## src/design/spp_pkg.sv

```systemverilog
// ---------------------------------------------------------------------------
// spp_pkg
// shared codes and types for the sweep and prune pair finder
// ---------------------------------------------------------------------------
`default_nettype none

package spp_pkg;

   // request modes
   localparam logic [1:0] MODE_CLEAR = 2'd0;
   localparam logic [1:0] MODE_LOAD  = 2'd1;
   localparam logic [1:0] MODE_NEXT  = 2'd2;

   // response status codes
   localparam logic [1:0] STAT_ACCEPT = 2'd0;
   localparam logic [1:0] STAT_PAIR   = 2'd1;
   localparam logic [1:0] STAT_NONE   = 2'd2;
   localparam logic [1:0] STAT_FULL   = 2'd3;

   // box compare results
   typedef struct packed {
      logic pruned;
      logic overlap;
   } cmp_type;

   // controller states
   typedef enum logic [7:0] {
      ST_IDLE     = 8'b0000_0001,
      ST_SHIFT    = 8'b0000_0010,
      ST_PUT      = 8'b0000_0100,
      ST_SC_START = 8'b0000_1000,
      ST_SC_LOADA = 8'b0001_0000,
      ST_SC_INNER = 8'b0010_0000,
      ST_SC_CHKB  = 8'b0100_0000,
      ST_RESP     = 8'b1000_0000
   } state_type;

endpackage

`default_nettype wire

```

## src/design/spp_box_cmp.sv

```systemverilog
// ---------------------------------------------------------------------------
// spp_box_cmp
// prune and overlap test of a later box against an earlier box
// ---------------------------------------------------------------------------
`default_nettype none

module spp_box_cmp #(
   parameter int COORD_BITS = 16
) (
   input  wire logic [4*COORD_BITS-1:0] a_box,
   input  wire logic [4*COORD_BITS-1:0] b_box,
   output spp_pkg::cmp_type             result
);
   import spp_pkg::*;

   logic signed [COORD_BITS-1:0] a_min_x, a_min_y, a_max_x, a_max_y;
   logic signed [COORD_BITS-1:0] b_min_x, b_min_y, b_max_x, b_max_y;

   // box layout: {max_y, max_x, min_y, min_x}
   assign a_min_x = $signed(a_box[COORD_BITS-1:0]);
   assign a_min_y = $signed(a_box[2*COORD_BITS-1:COORD_BITS]);
   assign a_max_x = $signed(a_box[3*COORD_BITS-1:2*COORD_BITS]);
   assign a_max_y = $signed(a_box[4*COORD_BITS-1:3*COORD_BITS]);
   assign b_min_x = $signed(b_box[COORD_BITS-1:0]);
   assign b_min_y = $signed(b_box[2*COORD_BITS-1:COORD_BITS]);
   assign b_max_x = $signed(b_box[3*COORD_BITS-1:2*COORD_BITS]);
   assign b_max_y = $signed(b_box[4*COORD_BITS-1:3*COORD_BITS]);

   // inclusive overlap on both axes, prune when b starts past a
   assign result.pruned  = b_min_x > a_max_x;
   assign result.overlap = (a_min_x <= b_max_x) && (b_min_x <= a_max_x) &&
                           (a_min_y <= b_max_y) && (b_min_y <= a_max_y);

endmodule

`default_nettype wire

```

## config.mk

```make
export PLATFORM = sky130hd
export DESIGN_NAME = spp_box_cmp
export DESIGN_NICKNAME = d
export VERILOG_FILES = /design/src/design/spp_pkg.sv /design/src/design/spp_box_cmp.sv
export SDC_FILE = /design/constraint.sdc
export NUM_CORES = 1
export LEC_CHECK = 0
export ABC_CLOCK_PERIOD_IN_PS = 3350
export CAP_MARGIN = 30
export CORE_UTILIZATION = 41
export DETAILED_ROUTE_END_ITERATION = 8
export DONT_BUFFER_PORTS = 1
export GPL_TIMING_DRIVEN = 0
export SYNTH_ARGS = -nofsm -noshare
export SYNTH_HDL_FRONTEND = slang
export SYNTH_SLANG_ARGS = --single-unit
```

## constraint.sdc

```tcl
create_clock -name vclk -period 3.35
set_input_delay 0.8375 -clock vclk [all_inputs]
set_output_delay 0.8375 -clock vclk [all_outputs]
set_load 0.01 [all_outputs]
```

Word level (Yosys, flattened, before mapping)
Index checks and enable logic that the tools add are counted.

word-level totals
  bits in registers = 0
  input port bits = 128
  logic and storage cells = 8

operators by class
  magnitude comparators = 5
  reductions and logical operators = 3

operator list
  cell                             count
  less-or-equal comparator 16 bit  4
  > comparator 16 bit              1
  logical AND 1 bit                3

Longest topological paths before layout
Gate-level depths: netlist (run 1).

  depth in word-level cells = 4
  gate-level depth with buffers = 8
  gate-level depth less buffers = 8

Worst setup path before layout (run 1)
OpenSTA, ideal clock, no wires.

  path kind = input to output
  start = in a_box[47]
  end = out result[0] (netlist name)
  arrival = 2.683 ns
  setup slack = -0.170 ns
  stages = 7
  path buffers = 0
  cell sequence = inv_1 > ha_1 > nand4_1 > or4_1 > o31a_1 > o2bb2ai_1 > nor4b_2

RTL lines
  item             line               text
  start, declared  spp_box_cmp.sv:10  input wire logic [4*COORD_BITS-1:0] a_box,
  end, declared    spp_box_cmp.sv:12  output spp_pkg::cmp_type result

==> results of run 1 <==
-- repair_timing --
action / CTS / global route
setup buffers: 2 / 0
setup endpoints to repair: 1 / 1
resized for setup: 8 / 4
pin swaps: 11 / 0
-- cell usage in the layout, fill, tap and decap left out --
master,instances
sky130_fd_sc_hd__inv_1,66
sky130_fd_sc_hd__ha_1,59
sky130_fd_sc_hd__a21oi_1,21
sky130_fd_sc_hd__nand4_1,13
sky130_fd_sc_hd__nand2_1,8
sky130_fd_sc_hd__a21o_1,8
sky130_fd_sc_hd__nand3_1,7
sky130_fd_sc_hd__nor2_1,5
sky130_fd_sc_hd__ha_4,5
sky130_fd_sc_hd__o21ai_0,4
sky130_fd_sc_hd__nor2b_1,4
sky130_fd_sc_hd__inv_2,3
sky130_fd_sc_hd__o211ai_1,3
sky130_fd_sc_hd__nor4_1,3
sky130_fd_sc_hd__a2111oi_0,2
sky130_fd_sc_hd__a211oi_1,2
sky130_fd_sc_hd__a2111o_1,2
sky130_fd_sc_hd__buf_4,2
sky130_fd_sc_hd__o21a_1,1
sky130_fd_sc_hd__or4_4,1
sky130_fd_sc_hd__a21boi_0,1
sky130_fd_sc_hd__o21bai_2,1
sky130_fd_sc_hd__a2111oi_2,1
sky130_fd_sc_hd__o2111ai_1,1
sky130_fd_sc_hd__o31a_1,1
sky130_fd_sc_hd__o2bb2ai_4,1
sky130_fd_sc_hd__nor3_2,1
sky130_fd_sc_hd__and2_1,1
sky130_fd_sc_hd__a221oi_2,1
sky130_fd_sc_hd__nor3_1,1
sky130_fd_sc_hd__nand3b_1,1
sky130_fd_sc_hd__nor4b_4,1
-- worst min path at each step --
stage / to / cells after the start / slack, ps
global route: result[1] / 2 / 1900
global placement: result[1] / 2 / 1890
detailed placement: result[1] / 2 / 1890
finish: result[1] / 2 / 1900
CTS: result[1] / 2 / 1890
floorplan: result[1] / 2 / 1870
-- power by group through the flow --
stage | Combinational (mW) | Clock [mW] | Sequential, mW
finish | 0.193 | 0 | 0
global route | 0.232 | 0 | 0
CTS | 0.190 | 0 | 0
detailed placement | 0.180 | 0 | 0
global placement | 0.179 | 0 | 0
floorplan | 0.149 | 0 | 0
-- stage by stage --
stage / hold WS, ps / utilization [%] / area [µm²]
5_1_grt: 1900 / 49.0 / 1830
4_1_cts: 1890 / 48.2 / 1810
6_report: 1900 / 49.0 / 1830
3_5_place_dp: 1890 / 46.7 / 1750
2_1_floorplan: 1870 / - / 1690
3_3_place_gp: 1890 / 46.7 / 1750
-- final cells by class --
cell class	count	area [µm²]	area share [%]
Timing Repair Buffer	2	15.0	0.819
Inverter	69	259	14.1
Tap cell	48	60.1	3.27
Multi-Input combinational cell	160	1500	81.8
-- logic make-up after synthesis --
group                      Yosys count  synth area share, %
AOI/OAI and AO/OA                   50                 20.2
buffers and inverters               69                 15.7
and+or+nand+nor                     46                 15.5
adders and majority gates           64                 48.6
-- metal layers --
layer  up-vias  global-route usage [%]  routed length, µm
li1        812                       -                  -
met1       643                    17.9               1360
met2        66                    29.9               1660
met3         2                    2.78                281
met4         0                    1.36                 19
met5         -                       0                  0
==> impl_metrics.yaml, run 1 <==
status:
  outcome: "finished, final reports clean"
synth:
  yosysSeqAreaShare_pct: 0
  synth_area_leader: "sky130_fd_sc_hd__ha_1"
  ys_top_cells_by_count: "sky130_fd_sc_hd__inv_1, sky130_fd_sc_hd__ha_1, sky130_fd_sc_hd__a21oi_1, sky130_fd_sc_hd__nand4_1"
  synth_cell_types: 27
  syn_avg_cell_area_um2: 7.20
  synth_most_common_cell: "sky130_fd_sc_hd__inv_1"
  synth.net_count: 421
  synthesis.instances: 229
  mappedNetlistArea_um2: 1650
  netlist.area_leader.share_pct: 48.6
  yosysWarningCount: 0
  synth.top_cells.by_area: "sky130_fd_sc_hd__ha_1, sky130_fd_sc_hd__inv_1, sky130_fd_sc_hd__a21oi_1"
power_and_ir_drop:
  p_sw_share_pct: 51.0
  power.total_mw: 0.193
  power_per_cell_area_nw_per_um2: 105
  power.switching_mw: 0.0984
  power_frac_comb_pct: 100.0
  internal_power_mw: 0.0946
  sequentialPowerShare_pct: 0
  clockPowerShare_pct: 0
  static-leakage-power_nw: 1.06
  peakVddDrop_v: 0.0000470
critical_path:
  cp_data_required_time_ps: 2510
  cp.arrival_ps: 2510
  start_kind: "input pin"
  cp_num_buf_inv: 1
  critical_path_depth: 7
  crit_path_max_fanout: 2
  startpoint: "a_box[37]"
  worstSetupPathType: "input pin to primary output"
  setup.worst_path.end: "result[0]"
  critical_path.cell_chain: "inv_1, ha_1, nand2_1, or4_4, o31a_1, o2bb2ai_4, nor4b_4"
  critical-path-top-delay-family: "simple AND/OR/NAND/NOR gates"
  max_stage_delay_ps: 530
  crit_path_top_delay_cell: "sky130_fd_sc_hd__or4_4"
  setup.worst_path.end_class: "primary output"
route:
  dr_total_vias: 1523
  drcViolationCount: 0
  detailedRoute.firstPassIterationCount: 2
  wl_um: 3320
  via_per_inst: 5.46
  antenna_violating_nets_post_route: 0
  wl_per_cell_um: 11.9
  drt_iter0_markers: 23
cells_and_area:
  seqCellArea_um2: 0
  final.clkbuf_count: 0
  post_route_cells_drive_above_1_share_pct: 7.36
  final_nets: 425
  nFillCells: 393
  insertedDiodeCount: 0
  seq_cells: 0
  flow.area_growth_from_synthesis_pct: 11.3
  layout.cells.non_filler: 279
job:
  max_cap_viol_count: 0
timing:
  final_slew_violations: 0
  final_critical_path_setup_slack_ps: 4.91
  final_setup_viols: 0
  period_needed_ps: 3350
  timing_worst_slew_pin_value_ps: 361
  setup_repair_after_global_routing_missed_its_margin: "yes"
  maxClockFrequency_mhz: 299
  timing.final.crit_share_pct: 99.9
  slew_headroom_pct: 75.3
  final-hold-violation-count: 0
  tns_ps: 0
hold_path:
  worst_hold_path_type: "input pin to primary output"
  hold_path.startpoint: "b_box[15]"
placed_design:
  preCtsSetupSlack_ps: -123
  io_buffers: 0
  gpl.final_weighted_congestion: 0.732
  dp_hpwl_um: 3100
  place.detailed.instances: 277
floorplanning:
  dieHeight_um: 65.4
  start_util_pct: 44.0
  design.core.area_um2: 3740
  standard_cell_rows: 22
  fp.dieW_um: 65.4
  number_of_placed_i_o_pins: 130
  floorplan.die_area_um2: 4280
global_route:
  globalRoute.totalOverflow: 0
  pin_count_of_the_biggest_net_entering_global_routing: 5
  groute.usage.overall_pct: 15.4
  first_global_vias: 1423
  global_route_wire_length_before_repair_um: 5560
  antenna_found_initial: 0
clock_network:
  cts.hold.buffers_added: 0
Note: power is estimated with default switching activity, not from simulation.
==> run 2: changes to the inputs <==
ABC_AREA = 1   (was unset)
==> run 2 against run 1 <==
Global-route usage is 2.3 points lower. Hold slack better by 220 ps. Utilization is 3.8 points lower. Worst setup slack better by 420 ps. Fmax grew 14%. Count of clock-buffer cells in the layout unchanged. Via count up 7.1%. Total power is 2.4% higher. Cell count is 24% higher. Synthesized cell count increased by 29%. Critical path type unchanged.
==> impl_metrics.yaml, run 2 <==
floorplanning:
  floorplan.die_area_um2: 4650
  standard_cell_rows: 23
  fp.dieW_um: 68.2
  dieHeight_um: 68.2
  number_of_placed_i_o_pins: 130
  design.core.area_um2: 4120
  start_util_pct: 43.6
global_route:
  first_global_vias: 1332
  antenna_found_initial: 0
  global_route_wire_length_before_repair_um: 4930
  pin_count_of_the_biggest_net_entering_global_routing: 5
  groute.usage.overall_pct: 13.2
  globalRoute.totalOverflow: 0
synth:
  combinational_family_with_the_most_area_after_synthesis: "adder cells"
  syn_avg_cell_area_um2: 6.07
  yosysSeqAreaShare_pct: 0
  ys_top_cells_by_count: "sky130_fd_sc_hd__inv_1, sky130_fd_sc_hd__nand2_1, sky130_fd_sc_hd__ha_1, sky130_fd_sc_hd__a21oi_1, sky130_fd_sc_hd__nor2_1"
  synth.net_count: 488
  yosys.area_share.simple_pct: 27.2
  synth_compound_gate_area_share_pct: 10.5
  synth_most_common_cell: "sky130_fd_sc_hd__inv_1"
  synth.mux.area_fraction_pct: 0
  yosysWarningCount: 0
  synth_cell_types: 14
  synth_xor_xnor_area_share_pct: 0
  synthesis.instances: 296
  mappedNetlistArea_um2: 1800
  synth_area_leader: "sky130_fd_sc_hd__ha_1"
  netlist.area_leader.share_pct: 44.6
  synth_adder_area_share_pct: 44.6
  synth.top_cells.by_area: "sky130_fd_sc_hd__ha_1, sky130_fd_sc_hd__inv_1, sky130_fd_sc_hd__nand2_1"
critical_path:
  crit_path_max_fanout: 4
  cp_num_buf_inv: 1
  cp_data_required_time_ps: 2510
  critPathMostFrequentCell: "sky130_fd_sc_hd__a21oi_1"
  crit_path_top_delay_cell: "sky130_fd_sc_hd__ha_1"
  cp.arrival_ps: 2090
  max_stage_delay_ps: 340
  critical-path-top-delay-family: "simple AND/OR/NAND/NOR gates"
  critical_path.cell_chain: "inv_1, ha_1, a21oi_1, o21ai_0, a21oi_1, nand3_1, nand3_2, nand2_1, nor2_1"
  start_kind: "input pin"
  setup.worst_path.end_class: "primary output"
  worstSetupPathType: "input pin to primary output"
cells_and_area:
  multi_input_area_um2: 1480
  post_route_cells_drive_above_1_share_pct: 2.03
  final_common_cell: "sky130_fd_sc_hd__inv_1"
  final.clkbuf_count: 0
  final_nets: 490
  seq_cells: 0
  flow.area_growth_from_synthesis_pct: 3.48
  seqCellArea_um2: 0
  insertedDiodeCount: 0
  nFillCells: 464
  most-common-layout-cells: "sky130_fd_sc_hd__inv_1, sky130_fd_sc_hd__nand2_1, sky130_fd_sc_hd__ha_1"
timing:
  tns_ps: 0
  setup_repair_after_global_routing_missed_its_margin: "no"
  final-hold-violation-count: 0
  period_needed_ps: 2930
  final_slew_violations: 0
  slew_headroom_pct: 83.9
  maxClockFrequency_mhz: 342
  timing.final.crit_share_pct: 87.3
  final_setup_viols: 0
  timing_worst_slew_pin_value_ps: 240
route:
  dr_total_vias: 1631
  antenna_violating_nets_post_route: 0
  via_per_inst: 4.71
  wl_per_cell_um: 9.58
  drt_iter0_markers: 30
  drcViolationCount: 0
  wl_um: 3320
  detailedRoute.firstPassIterationCount: 4
job:
  max_cap_viol_count: 0
hold_path:
  timing.hold.worst_path_depth: 4
  whs_endpoint: "result[1]"
  hold_path.startpoint: "b_box[15]"
  worst_hold_path_type: "input pin to primary output"
clock_network:
  cts.hold.buffers_added: 0
  cts_setup_buffers: 0
  cts_repair_resize_count: 0
power_and_ir_drop:
  power_per_cell_area_nw_per_um2: 106
  peakVddDrop_v: 0.0000360
  static-leakage-power_nw: 1.26
  power.total_mw: 0.198
placed_design:
  gpl.final_weighted_congestion: 0.712
  dp_hpwl_um: 3270
  io_buffers: 0
status:
  outcome: "finished, final reports clean"
-- run 2: layer usage --
layer  GRT usage, %  part of all wire [%]
met1           16.1                    42
met2           26.2                    49
met5              0                     0
met3          0.500                   8.7
met4              0                     0
-- run 2: area by class of cell --
| cell class | instances | share of cell area [%] |
|---|---|---|
| Multi-Input combinational cell | 211 | 79.5 |
| Inverter | 85 | 17.2 |
| Tap cell | 50 | 3.37 |
-- run 2: power breakdown --
group | internal [mW] | total [mW] | switching (mW)
logic | 0.0854 | 0.198 | 0.112
clock network | 0 | 0 | 0
registers | 0 | 0 | 0
total | 0.0854 | 0.198 | 0.112
-- run 2: how the worst max path moves through the flow --
stage | from | to | slack, ps | depth (start not counted)
2_1_floorplan | a_box[47] | result[0] | 560 | 9
3_3_place_gp | a_box[47] | result[0] | 380 | 9
3_5_place_dp | a_box[47] | result[0] | 370 | 9
4_1_cts | a_box[47] | result[0] | 380 | 9
5_1_grt | b_box[47] | result[0] | 260 | 9
6_report | a_box[47] | result[0] | 420 | 9
-- run 2: cells by family (layout without fill, tap and decap cells) --
family	after synthesis	count (layout)
AOI/OAI and AO/OA	35	35
adders and majority gates	64	64
buffers and inverters	85	85
and+or+nand+nor	112	112
-- run 2: stage by stage --
stage               util (%)  hold WS (ps)  area [µm²]  std cells  setup slack (ps)
floorplan                  -          2050        1800        296               563
global placement        45.2          2120        1860        346               384
detailed placement      45.2          2130        1860        346               374
CTS                     45.2          2130        1860        346               375
global route            45.2          2150        1860        346               264
finish                  45.2          2120        1860        346               424
