===== src/design/spp_ram.sv =====
// ---------------------------------------------------------------------------
// spp_ram
// generic single write, single read ram with registered read data
// ---------------------------------------------------------------------------
`default_nettype none

module spp_ram #(
   parameter int WIDTH = 8,
   parameter int DEPTH = 64
) (
   input  wire logic                     clock,
   input  wire logic                     wr_en,
   input  wire logic [$clog2(DEPTH)-1:0] wr_addr,
   input  wire logic [WIDTH-1:0]         wr_data,
   input  wire logic [$clog2(DEPTH)-1:0] rd_addr,
   output logic      [WIDTH-1:0]         rd_data
);

   logic [WIDTH-1:0] mem_ff [DEPTH];
   logic [WIDTH-1:0] rd_data_ff;

   // write port and registered read
   always_ff @(posedge clock) begin
      if (wr_en) begin
         mem_ff[wr_addr] <= wr_data;
      end
      rd_data_ff <= mem_ff[rd_addr];
   end

   assign rd_data = rd_data_ff;

endmodule

`default_nettype wire


===== config.mk =====
export PLATFORM = sky130hd
export DESIGN_NAME = spp_ram
export DESIGN_NICKNAME = d
export VERILOG_FILES = /design/src/design/spp_ram.sv
export SDC_FILE = /design/constraint.sdc
export NUM_CORES = 1
export LEC_CHECK = 0
export BUFFER_PORTS_ARGS = -buffer_cell sky130_fd_sc_hd__buf_2
export CAP_MARGIN = 15
export CORE_ASPECT_RATIO = 0.8
export CORE_UTILIZATION = 49
export DETAILED_ROUTE_END_ITERATION = 16
export HOLD_SLACK_MARGIN = 0.02
export RECOVER_POWER = 50
export SYNTH_ARGS = -nofsm -noshare
export SYNTH_HDL_FRONTEND = slang
export SYNTH_SLANG_ARGS = --single-unit
export TNS_END_PERCENT = 100

===== constraint.sdc =====
create_clock -name clock -period 5.8 [get_ports clock]
set_clock_uncertainty 0.15 [all_clocks]
set_input_delay 0.58 -clock clock [delete_from_list [all_inputs] [get_ports clock]]
set_output_delay 0.58 -clock clock [all_outputs]
set_load 0.02 [all_outputs]

* Yosys cells after proc, flatten, opt, wreduce, memory -nomap -nowiden *
Memory sizes are Yosys's and may differ from the RTL's. A register that Yosys moved wholly into a read port is not among the register bits.
Cells that the tools add are included.

storage, ports and cells
  memories kept = 1
  bits in registers = 0
  bits in writable memories = 512
  output and inout bits = 8
  input port bits = 22
  word-level logic and storage cells = 3

operators by class
  multiplexer cells = 2

memories
  memory  depth  width  read ports  clocked after Yosys merged registers in  wr ports  RTL line  text
  mem_ff  64     8      1           1                                        1         19        logic [WIDTH-1:0] mem_ff [DEPTH];

operators with widths
  kind              number
  1-bit 2-to-1 mux  2

* Longest topological paths before layout *
Gate-level depths: netlist (run 1).

  depth after elaboration = 2
  depth in mapped cells = 9
  mapped depth without buffers = 5

* Worst setup path before layout (run 1) *
No wires, ideal clock.

  path type = input -> register
  start = input port rd_addr[1]
  end = register rd_data_ff[3] (netlist: rd_data[3]), read port of mem_ff
  path buffers = 3
  data required time = 5.522 ns
  library setup time = 0.128 ns
  arrival time = 2.120 ns
  cell stages on the path = 7
  slack = 3.402 ns
  cells stage by stage = buf_4 buf_2 buf_2 mux4_2 mux4_2 o21ai_1 o41ai_1

RTL lines
  what             RTL line  text
  start, declared  15        input wire logic [$clog2(DEPTH)-1:0] rd_addr,
  end, declared    20        logic [WIDTH-1:0] rd_data_ff;

==> results of run 1 <==
## sequential cells by signal, indices dropped and copies added, names as in the netlist
signal   count
mem_ff     512
rd_data      8
## worst reg2reg max path: stages (launching register included)
cell	delay, ns
sky130_fd_sc_hd__edfxtp_1	0.37
sky130_fd_sc_hd__mux4_2	0.47
sky130_fd_sc_hd__mux2_2	0.29
sky130_fd_sc_hd__a221oi_1	1.06
sky130_fd_sc_hd__o2bb2ai_1	0.18
## metrics by stage
step                      power (mW)  setup slack [ns]  utilization  instances
after floorplan                 4.48              3.40            -        940
after global placement          4.63              2.04        0.513       1480
after detailed placement        4.64              2.08        0.513       1480
after CTS                       7.87              2.62        0.552       1568
after global routing            8.03              2.44        0.552       1569
final                           7.82              2.64        0.552       1571
## power by group
group / internal (mW) / total (mW) / switching (mW)
Combinational: 0.137 / 0.378 / 0.241
Clock: 1.89 / 3.26 / 1.37
Sequential: 4.17 / 4.18 / 0.0148
Total: 6.19 / 7.82 / 1.63
## synthesized netlist by cell type (11+ instances only)
| cell | n | area (µm²) |
|---|---|---|
| sky130_fd_sc_hd__mux4_2 | 126 | 2840 |
| sky130_fd_sc_hd__clkbuf_1 | 17 | 63.8 |
| sky130_fd_sc_hd__buf_2 | 11 | 55.1 |
| sky130_fd_sc_hd__nor2_1 | 83 | 312 |
| sky130_fd_sc_hd__edfxtp_1 | 512 | 15400 |
| sky130_fd_sc_hd__nand2_1 | 19 | 71.3 |
| sky130_fd_sc_hd__nand3_1 | 13 | 65.1 |
| sky130_fd_sc_hd__mux2_2 | 13 | 146 |
| sky130_fd_sc_hd__mux2i_1 | 23 | 230 |
| sky130_fd_sc_hd__nor2b_1 | 14 | 87.6 |
| sky130_fd_sc_hd__buf_4 | 13 | 97.6 |
## final cells by class
type / count / area, µm² / share of cell area
diodes: 2 / 5.00 / 0.000223
clock buffers: 63 / 1330 / 0.0594
multi-input cells: 369 / 4320 / 0.192
well taps: 544 / 681 / 0.0304
flip-flops and latches: 520 / 15500 / 0.693
clock inverters: 25 / 285 / 0.0127
repair buffers: 48 / 265 / 0.0118
## kinds of logic after synthesis
| logic type | Yosys count | synth area share |
|---|---|---|
| flops | 520 | 0.770 |
| mux | 162 | 0.159 |
| simple gates | 153 | 0.0339 |
| compound gates | 54 | 0.0207 |
| buf+inv | 51 | 0.0157 |
## worst max-delay path by stage
stage,start,end,slack (ns),cells past startpoint
detailed placement,rd_addr[1],rd_data[0],2.08,5
finish,rd_addr[1],rd_data[0],2.64,5
global placement,rd_addr[1],rd_data[0],2.04,5
CTS,rd_addr[1],rd_data[0],2.62,5
floorplan,rd_addr[1],rd_data[3],3.40,7
global route,wr_data[1],mem_ff[41][1],2.44,2
## cells in the final DEF (no fill, tap or decap), drive strengths merged, types with 13 or more instances in the layout
master    n
nor2b    14
clkbuf   75
edfxtp  512
nand3    13
nor2     83
mux4    126
mux2     13
mux2i    23
buf      36
nand2    19
clkinv   15
## routing by layer
metal | vias up | part of all wire
met4 | 0 | 0.016
li1 | 4022 | -
met5 | - | 0
met2 | 382 | 0.45
met3 | 48 | 0.082
met1 | 5114 | 0.45
==> qor.txt, run 1 <==
required time of the critical path = 6.06 ns
post-synth cell types = 40
hold path endpoint = rd_data[1]
Overflow after GRT = 0
post-DR wirelength/cell = 28.8 µm
delay contributed by the slowest stage of the critical path = 1.06 ns
clock-pin slew of the registers on the worst-case setup and hold paths = 0.07 ns
Hold Vio Cnt, Final = 0
final hold slack = 0.305 ns
setup slack of the most critical reg-to-reg path = 3.12 ns
met3 Use GR = 0.0445
Detailed Place HPWL = 26600 µm
minimum clock period after layout = 3.16 ns
total clock sinks = 520
status = complete, but fails checks
Core Area = 40600 µm²
share of the cycle needed by the critical path after routing = 0.544
Synth async-reset ratio = 0
cell area after synthesis = 20200 µm²
root buf cell = sky130_fd_sc_hd__clkbuf_16
PortBufs = 29
accumulated negative setup slack = 0 ns
effective utilization at floorplan = 0.496
f_max = 0.317 GHz
violations in the final reports = capacitance limit, slew limit
count of boundary I/O pins = 30
cell count of the worst hold path = 3
grt peak-use layer = met1
start point of the worst hold path = rd_addr[5]
Gate Count Post-Synth = 940
final instance area = 22400 µm²
mean cell area of the mapped netlist = 21.5 µm²
dominant synthesized flop cell = sky130_fd_sc_hd__edfxtp_1
class of the worst hold path = primary input to flop
DRC violation count after routing = 0
Critical path buffers and inverters = 1
register area share after synthesis = 0.770
maximum fanout along the worst path = 52
vias per cell = 6.09
# setup viols final = 0
GR Layer Usage met2 = 0.318
routed wire length = 45200 µm
CTS-repair resized insts = 0
R2R Path End = rd_data[0]
Setup CP Type = primary input to flop
critical register-to-register path startpoint = mem_ff[45][0]
post-CTS setup repair buffer count = 0
number of global-route vias before repair = 9445
largest net degree at the start of global routing = 74
detailed router's first-iteration violation count = 1004
Hold Buf Count CTS = 0
Worst slew margin = -1.06
CP Cell Sequence = buf_4 -> mux4_2 -> mux2_2 -> a221oi_1 -> o2bb2ai_1
CTS tree = yes
number of max-cap violations = 8
vias = 9566
leakage component of the power = 6.91 nW
YS warnings = 0
deepest level of the CTS H-tree = 2
kind of launch point of the worst setup path = primary input
number of synthesized flops with an enable pin = 512
setup repair after global routing missed its margin = false
area after detailed placement = 20800 µm²
max-slew violation total from the final report = 493
fraction of final layout cells with drive strength greater than 1 = 0.242
Final nets = 1010
data arrival time of the critical path = 3.42 ns
die width = 229 µm
total number of placement rows = 66
family of cells with the greatest summed delay on the critical path = compound AO/OA/AOI/OAI gates
number of buffers on the longest clock path = 3
antenna violations before repair = 3
Worst-Margin Slew = 3.09 ns
kind of capture point of the worst setup path = flop
number of cells traversed by the worst register-to-register path = 4
slowest cell on the critical path = sky130_fd_sc_hd__a221oi_1
total power density per cell area = 349 nW/µm²
signed area change from the synthesized netlist to the final layout = 11.2%
detailed-router iteration count before antenna repair = 5
synthesized netlist net count = 962
GPL Wtd Cong = 0.788
area enclosed by the die boundary = 42000 µm²
layout filler cell count = 3111
Peak VDD IR = 203 µV
first-pass GRT wire length = 65800 µm
post-route ant nets = 0
clock buffers created by TritonCTS = 49
die outline height = 183 µm
flop and latch count out of synthesis = 520
worst-skew pair later-pin latency = 0.57 ns
combined global-route utilization of all metal layers = 0.220
met1 track utilization from global routing = 0.346
No activity file was read; power rests on OpenSTA's default activity.
==> inputs of run 2 (changes only) <==
Clock period 5.8 ns to 3.2 ns, I/O delays scaled along.
==> run 2 against run 1 <==
  * Wire length grew 3.4%
  * Die area is the same
  * Worst hold slack lost 0.22 ns
  * Sequential share of layout area shrank 2.2 points
  * Register-to-register slack lost 2.1 ns
  * The run ends with DRC, capacitance limit, slew limit left
  * Utilization grew 1.8 points
  * Total power grew 80%
  * Highest routed layer is now met5
  * Critical endpoint is now mem_ff[43][7]
  * Critical path type unchanged
  * First-iteration DRC count grew 12%
==> qor.txt, run 2 (synthesis results as in run 1) <==
post-route ant nets = 0 (unchanged)
worst-skew pair later-pin latency = 0.57 ns (about the same)
data arrival time of the critical path = 2.70 ns (-0.72 ns)
combined global-route utilization of all metal layers = 0.227 (+0.00760)
DRC violation count after routing = 2 (+2)
antenna violations before repair = 4 (+1)
CTS tree = yes
first-pass GRT wire length = 68400 µm (+3.9%)
clock buffers created by TritonCTS = 51 (+4.1%)
routed wire length = 46700 µm (+3.4%)
deepest level of the CTS H-tree = 2 (unchanged)
Detailed Place HPWL = 29600 µm (+12%)
multi-input gate area in the final layout = 4320 µm² (unchanged)
Worst path depth = 2 (-3)
number of flip-flops in the largest register = 512 (unchanged)
area after detailed placement = 21600 µm² (+3.7%)
vias = 9974 (+4.3%)
root buf cell = sky130_fd_sc_hd__clkbuf_16
status = complete, but fails checks
cell count of the worst hold path = 3 (unchanged)
PortBufs = 29 (unchanged)
kind of capture point of the worst setup path = flop
post-CTS setup repair buffer count = 0 (unchanged)
total number of placement rows = 66 (unchanged)
final instance area = 23200 µm² (+3.3%)
Worst-Margin Slew = 2.79 ns (-0.305 ns)
f_max = 0.369 GHz
share of the cycle needed by the critical path after routing = 0.847
CP Cell Sequence = clkbuf_1 -> clkbuf_1
register containing the most flip-flops in the final layout = mem_ff
minimum clock period after layout = 2.71 ns
setup slack of the most critical reg-to-reg path = 1.01 ns (-2.11 ns)
signed area change from the synthesized netlist to the final layout = 14.9%
area enclosed by the die boundary = 42000 µm² (unchanged)
critical register-to-register path startpoint = mem_ff[21][4]
delay contributed by the slowest stage of the critical path = 1.24 ns (+0.18 ns)
family of cells with the greatest summed delay on the critical path = buffers and inverters
required time of the critical path = 3.19 ns (-2.87 ns)
fraction of final layout cells with drive strength greater than 1 = 0.304 (+0.0616)
accumulated negative setup slack = 0 ns (unchanged)
max-slew violation total from the final report = 268 (-46%)
die width = 229 µm (unchanged)
total clock sinks = 520 (unchanged)
Final nets = 1106 (+9.5%)
die outline height = 183 µm (unchanged)
Overflow after GRT = 0 (unchanged)
slowest cell on the critical path = sky130_fd_sc_hd__clkbuf_1
number of buffers on the longest clock path = 3 (unchanged)
largest net degree at the start of global routing = 65 (-12%)
commonest non-fill, non-tap cell in the layout = sky130_fd_sc_hd__edfxtp_1
R2R Path End = rd_data[4]
post-DR wirelength/cell = 28.0 µm (-2.6%)
GPL Wtd Cong = 0.842 (+6.8%)
Peak VDD IR = 409 µV (+100%)
utilization after layout = 0.570 (+0.0183)
number of cells traversed by the worst register-to-register path = 5 (+1)
effective utilization at floorplan = 0.496 (unchanged)
start point of the worst hold path = rd_addr[5]
layout filler cell count = 3061 (-1.6%)
sequential cell area = 15500 µm² (unchanged)
Setup CP Type = primary input to flop
maximum fanout along the worst path = 33 (-37%)
CTS-repair resized insts = 0 (unchanged)
# setup viols final = 0 (unchanged)
count of boundary I/O pins = 30 (unchanged)
Crit path top cell by count = sky130_fd_sc_hd__clkbuf_1
detailed router's first-iteration violation count = 1120 (+12%)
hold path endpoint = rd_data[6]
Hold Buf Count CTS = 0 (unchanged)
detailed-router iteration count before antenna repair = 11 (+6)
leading cell types in the layout, fill and taps excluded = sky130_fd_sc_hd__edfxtp_1 (512), sky130_fd_sc_hd__mux4_2 (126), sky130_fd_sc_hd__buf_4 (103)
Core Area = 40600 µm² (unchanged)
Hold Vio Cnt, Final = 0 (unchanged)
leakage component of the power = 7.42 nW (+7.5%)
number of global-route vias before repair = 9930 (+5.1%)
kind of launch point of the worst setup path = primary input
Worst slew margin = -0.857 (+0.203)
class of the worst hold path = primary input to flop
number of max-cap violations = 7 (-1)
total power density per cell area = 607 nW/µm² (+74%)
Critical path buffers and inverters = 2 (+1)
vias per cell = 5.98 (-1.7%)
violations in the final reports = DRC, capacitance limit, slew limit
clock-pin slew of the registers on the worst-case setup and hold paths = 0.06 ns (about the same)
setup repair after global routing missed its margin = false
## run 2: changes by cell type in the layout (fill, tap and decap cells not counted)
cell / change
sky130_fd_sc_hd__diode_2: +1
sky130_fd_sc_hd__buf_12: +5
sky130_fd_sc_hd__clkinv_2: +3
sky130_fd_sc_hd__clkbuf_2: +2
sky130_fd_sc_hd__clkbuf_8: +2
sky130_fd_sc_hd__clkbuf_16: +2
sky130_fd_sc_hd__bufinv_16: -3
sky130_fd_sc_hd__clkinvlp_4: -3
sky130_fd_sc_hd__buf_2: -5
sky130_fd_sc_hd__buf_4: +91
sky130_fd_sc_hd__clkinv_4: -2
sky130_fd_sc_hd__clkbuf_1: +3
## run 2: cell type report
| cell class | count | area share |
|---|---|---|
| Clock buffer | 69 | 0.0611 |
| Sequential cell | 520 | 0.671 |
| Multi-Input combinational cell | 369 | 0.186 |
| Tap cell | 544 | 0.0294 |
| Timing Repair Buffer | 142 | 0.0448 |
| Antenna cell | 3 | 0.000324 |
| Clock inverter | 20 | 0.00735 |
## run 2: worst max-delay path by stage
stage | start | endpoint
2_1_floorplan | rd_addr[1] | rd_data[3]
5_1_grt | wr_data[7] | mem_ff[42][7]
3_5_place_dp | rd_addr[0] | rd_data[4]
6_report | wr_data[7] | mem_ff[43][7]
4_1_cts | rd_addr[0] | rd_data[4]
3_3_place_gp | rd_addr[0] | rd_data[4]
## run 2: layer usage
metal,track usage,share of wire,vias up
li1,-,-,4216
met5,0,0.00026,-
met4,0.0549,0.018,2
met2,0.333,0.45,381
met3,0.0481,0.076,62
met1,0.352,0.46,5313
## run 2: metrics by stage
stage | hold slack [ns] | std cells | worst slack (ns) | total power, mW
after floorplan | 0.269 | 940 | 1.06 | 8.11
after global placement | 0.652 | 1575 | 0.259 | 8.45
after detailed placement | 0.651 | 1575 | 0.254 | 8.46
after CTS | 0.0487 | 1664 | 0.859 | 14.2
after global routing | 0.0900 | 1664 | 0.417 | 14.4
final | 0.0890 | 1667 | 0.488 | 14.1
## run 2: where the power goes
group          total (mW)  internal, mW  switching [mW]
clock network        5.75          3.32            2.43
registers            7.57          7.54          0.0266
logic               0.745         0.286           0.459
==> inputs of run 3 (changes only) <==
Clock period 3.2 ns to 2.5 ns, I/O delays scaled along.
==> run 3 against run 2 <==
  * Critical endpoint is now mem_ff[27][3]
  * Via count fell by 0.66%
  * Non-clock buffer count up 26
  * First-iteration DRC count is 3.5% lower
  * Sequential share of layout area shrank 0.73 points
  * Cell area up 1.1%
  * Register-to-register slack worse by 0.70 ns
  * The flow finishes with violations (capacitance limit, slew limit)
  * Utilization is 0.63 points higher
  * Final cell count up 1.8%
  * Sequential power grew 28%
  * Clock-buffer cell count fell by 3
  * Critical path depth grew 4
==> qor.txt, run 3 (synthesis results as in run 1) <==
routed wire length = 46400 µm (-0.63%)
post-CTS setup repair buffer count = 0 (unchanged)
setup repair after global routing missed its margin = false
final hold slack = 0.101 ns (+0.0116 ns)
kind of launch point of the worst setup path = primary input
total clock sinks = 520 (unchanged)
detailed router's first-iteration violation count = 1081 (-3.5%)
number of global-route vias before repair = 10001 (+0.72%)
critical register-to-register path startpoint = mem_ff[29][6]
largest net degree at the start of global routing = 65 (unchanged)
Hold Vio Cnt, Final = 0 (unchanged)
detailed-router iteration count before antenna repair = 5 (-6)
setup slack of the most critical reg-to-reg path = 0.31 ns (-0.70 ns)
sequential cell area = 15500 µm² (unchanged)
Detailed Place HPWL = 30300 µm (+2.4%)
Peak VDD IR = 635 µV (+55%)
CTS tree = yes
post-DR wirelength/cell = 27.4 µm (-2.4%)
max-slew violation total from the final report = 34 (-87%)
slowest cell on the critical path = sky130_fd_sc_hd__dlygate4sd3_1
Worst slew margin = -0.0355 (+0.821)
minimum clock period after layout = 2.30 ns
fraction of final layout cells with drive strength greater than 1 = 0.314 (+0.0106)
class of the worst hold path = primary input to flop
delay contributed by the slowest stage of the critical path = 0.61 ns (-0.63 ns)
CP Cell Sequence = dlygate4sd3_1 -> clkbuf_1 -> nor2b_1 -> nand3_1 -> nor2_1 -> buf_4
vias = 9908 (-0.66%)
die outline height = 183 µm (unchanged)
leakage component of the power = 7.56 nW (+1.9%)
vias per cell = 5.84 (-2.4%)
R2R Path End = rd_data[6]
signed area change from the synthesized netlist to the final layout = 16.1%
post-route ant nets = 0 (unchanged)
data arrival time of the critical path = 2.42 ns (-0.28 ns)
register containing the most flip-flops in the final layout = mem_ff
root buf cell = sky130_fd_sc_hd__clkbuf_16
Worst-Margin Slew = 1.55 ns (-1.23 ns)
combined global-route utilization of all metal layers = 0.229 (+0.00151)
CP Launch Point = wr_addr[1]
worst-skew pair later-pin latency = 0.57 ns (about the same)
PortBufs = 29 (unchanged)
first-pass GRT wire length = 68900 µm (+0.67%)
number of max-cap violations = 1 (-6)
leading cell types in the layout, fill and taps excluded = sky130_fd_sc_hd__edfxtp_1 (512), sky130_fd_sc_hd__mux4_2 (126), sky130_fd_sc_hd__buf_4 (118)
DRC violation count after routing = 0 (-2)
number of cells traversed by the worst register-to-register path = 5 (unchanged)
share of the cycle needed by the critical path after routing = 0.920
Setup CP Type = primary input to flop
Core Area = 40600 µm² (unchanged)
total number of placement rows = 66 (unchanged)
utilization after layout = 0.576 (+0.00628)
maximum fanout along the worst path = 10 (-70%)
Hold Buf Count CTS = 4 (+4)
count of boundary I/O pins = 30 (unchanged)
number of buffers on the longest clock path = 3 (unchanged)
number of flip-flops in the largest register = 512 (unchanged)
CTS-repair resized insts = 0 (unchanged)
GPL Wtd Cong = 0.814 (-3.3%)
total power density per cell area = 777 nW/µm² (+28%)
required time of the critical path = 2.62 ns (-0.57 ns)
kind of capture point of the worst setup path = flop
clock buffers created by TritonCTS = 50 (-2.0%)
effective utilization at floorplan = 0.496 (unchanged)
capture point of the worst path = mem_ff[27][3]
multi-input gate area in the final layout = 4320 µm² (unchanged)
die width = 229 µm (unchanged)
area enclosed by the die boundary = 42000 µm² (unchanged)
commonest non-fill, non-tap cell in the layout = sky130_fd_sc_hd__edfxtp_1
violations in the final reports = capacitance limit, slew limit
layout filler cell count = 3011 (-1.6%)
antenna violations before repair = 4 (unchanged)
total power after layout = 18.2 mW (+29%)
Final nets = 1131 (+2.3%)
status = complete, but fails checks
Overflow after GRT = 0 (unchanged)
deepest level of the CTS H-tree = 2 (unchanged)
# setup viols final = 0 (unchanged)
f_max = 0.435 GHz
clock-pin slew of the registers on the worst-case setup and hold paths = 0.06 ns (about the same)
==> run 3: cell types whose count changed in the layout (fill, tap and decap cells not counted), moves of 2 or more <==
cell | before | now
sky130_fd_sc_hd__clkbuf_2 | 2 | 6
sky130_fd_sc_hd__bufinv_16 | 3 | 5
sky130_fd_sc_hd__dlygate4sd3_1 | 0 | 4
sky130_fd_sc_hd__buf_4 | 103 | 118
sky130_fd_sc_hd__clkinv_1 | 7 | 11
==> run 3: through the flow <==
| step | std cells | area (µm²) | worst slack (ns) | TNS, ns |
|---|---|---|---|---|
| CTS | 1693 | 23500 | 0.280 | 0 |
| finish | 1697 | 23400 | 0.200 | 0 |
| detailed placement | 1597 | 21800 | -0.214 | -0.345 |
| global route | 1694 | 23400 | 0.117 | 0 |
| floorplan | 940 | 20200 | 0.432 | 0 |
| global placement | 1597 | 21800 | -0.276 | -0.480 |
==> run 3: worst min-delay path by stage <==
stage                          start             to  slack, ns  depth (start not counted)
after floorplan           wr_data[0]   mem_ff[0][0]       0.20                          0
after global placement    wr_data[3]  mem_ff[13][3]       0.39                          1
after detailed placement  wr_data[3]  mem_ff[13][3]       0.42                          1
after CTS                 wr_data[4]   mem_ff[5][4]       0.02                          1
after global routing      wr_addr[0]  mem_ff[51][3]       0.13                          3
final                     wr_addr[0]  mem_ff[51][3]       0.10                          3
==> run 3: cell type report <==
class,instances,share of cell area
repair buffers,168,0.0528
multi-input cells,369,0.184
well taps,544,0.0291
diodes,4,0.000427
flip-flops and latches,520,0.663
clock inverters,26,0.0104
clock buffers,66,0.0596
==> run 3: metal layers <==
layer	share of wire	global-route usage	up-vias	routed length, µm
met5	0	0	-	0
met1	0.45	0.351	5223	21000
met4	0.021	0.0619	0	988
li1	-	-	4276	-
met2	0.44	0.330	340	20500
met3	0.083	0.0558	69	3850
==> run 3: power by group <==
part	switching, mW	internal [mW]	total, mW
sequential	0.0262	9.66	9.68
clock	3.11	4.43	7.54
combinational	0.594	0.385	0.979
total	3.73	14.5	18.2
==> run 3: critical path: cells and delay by family <==
family	cells	cell delay, ns
buffers and inverters	3	1.19
and+or+nand+nor	3	0.98
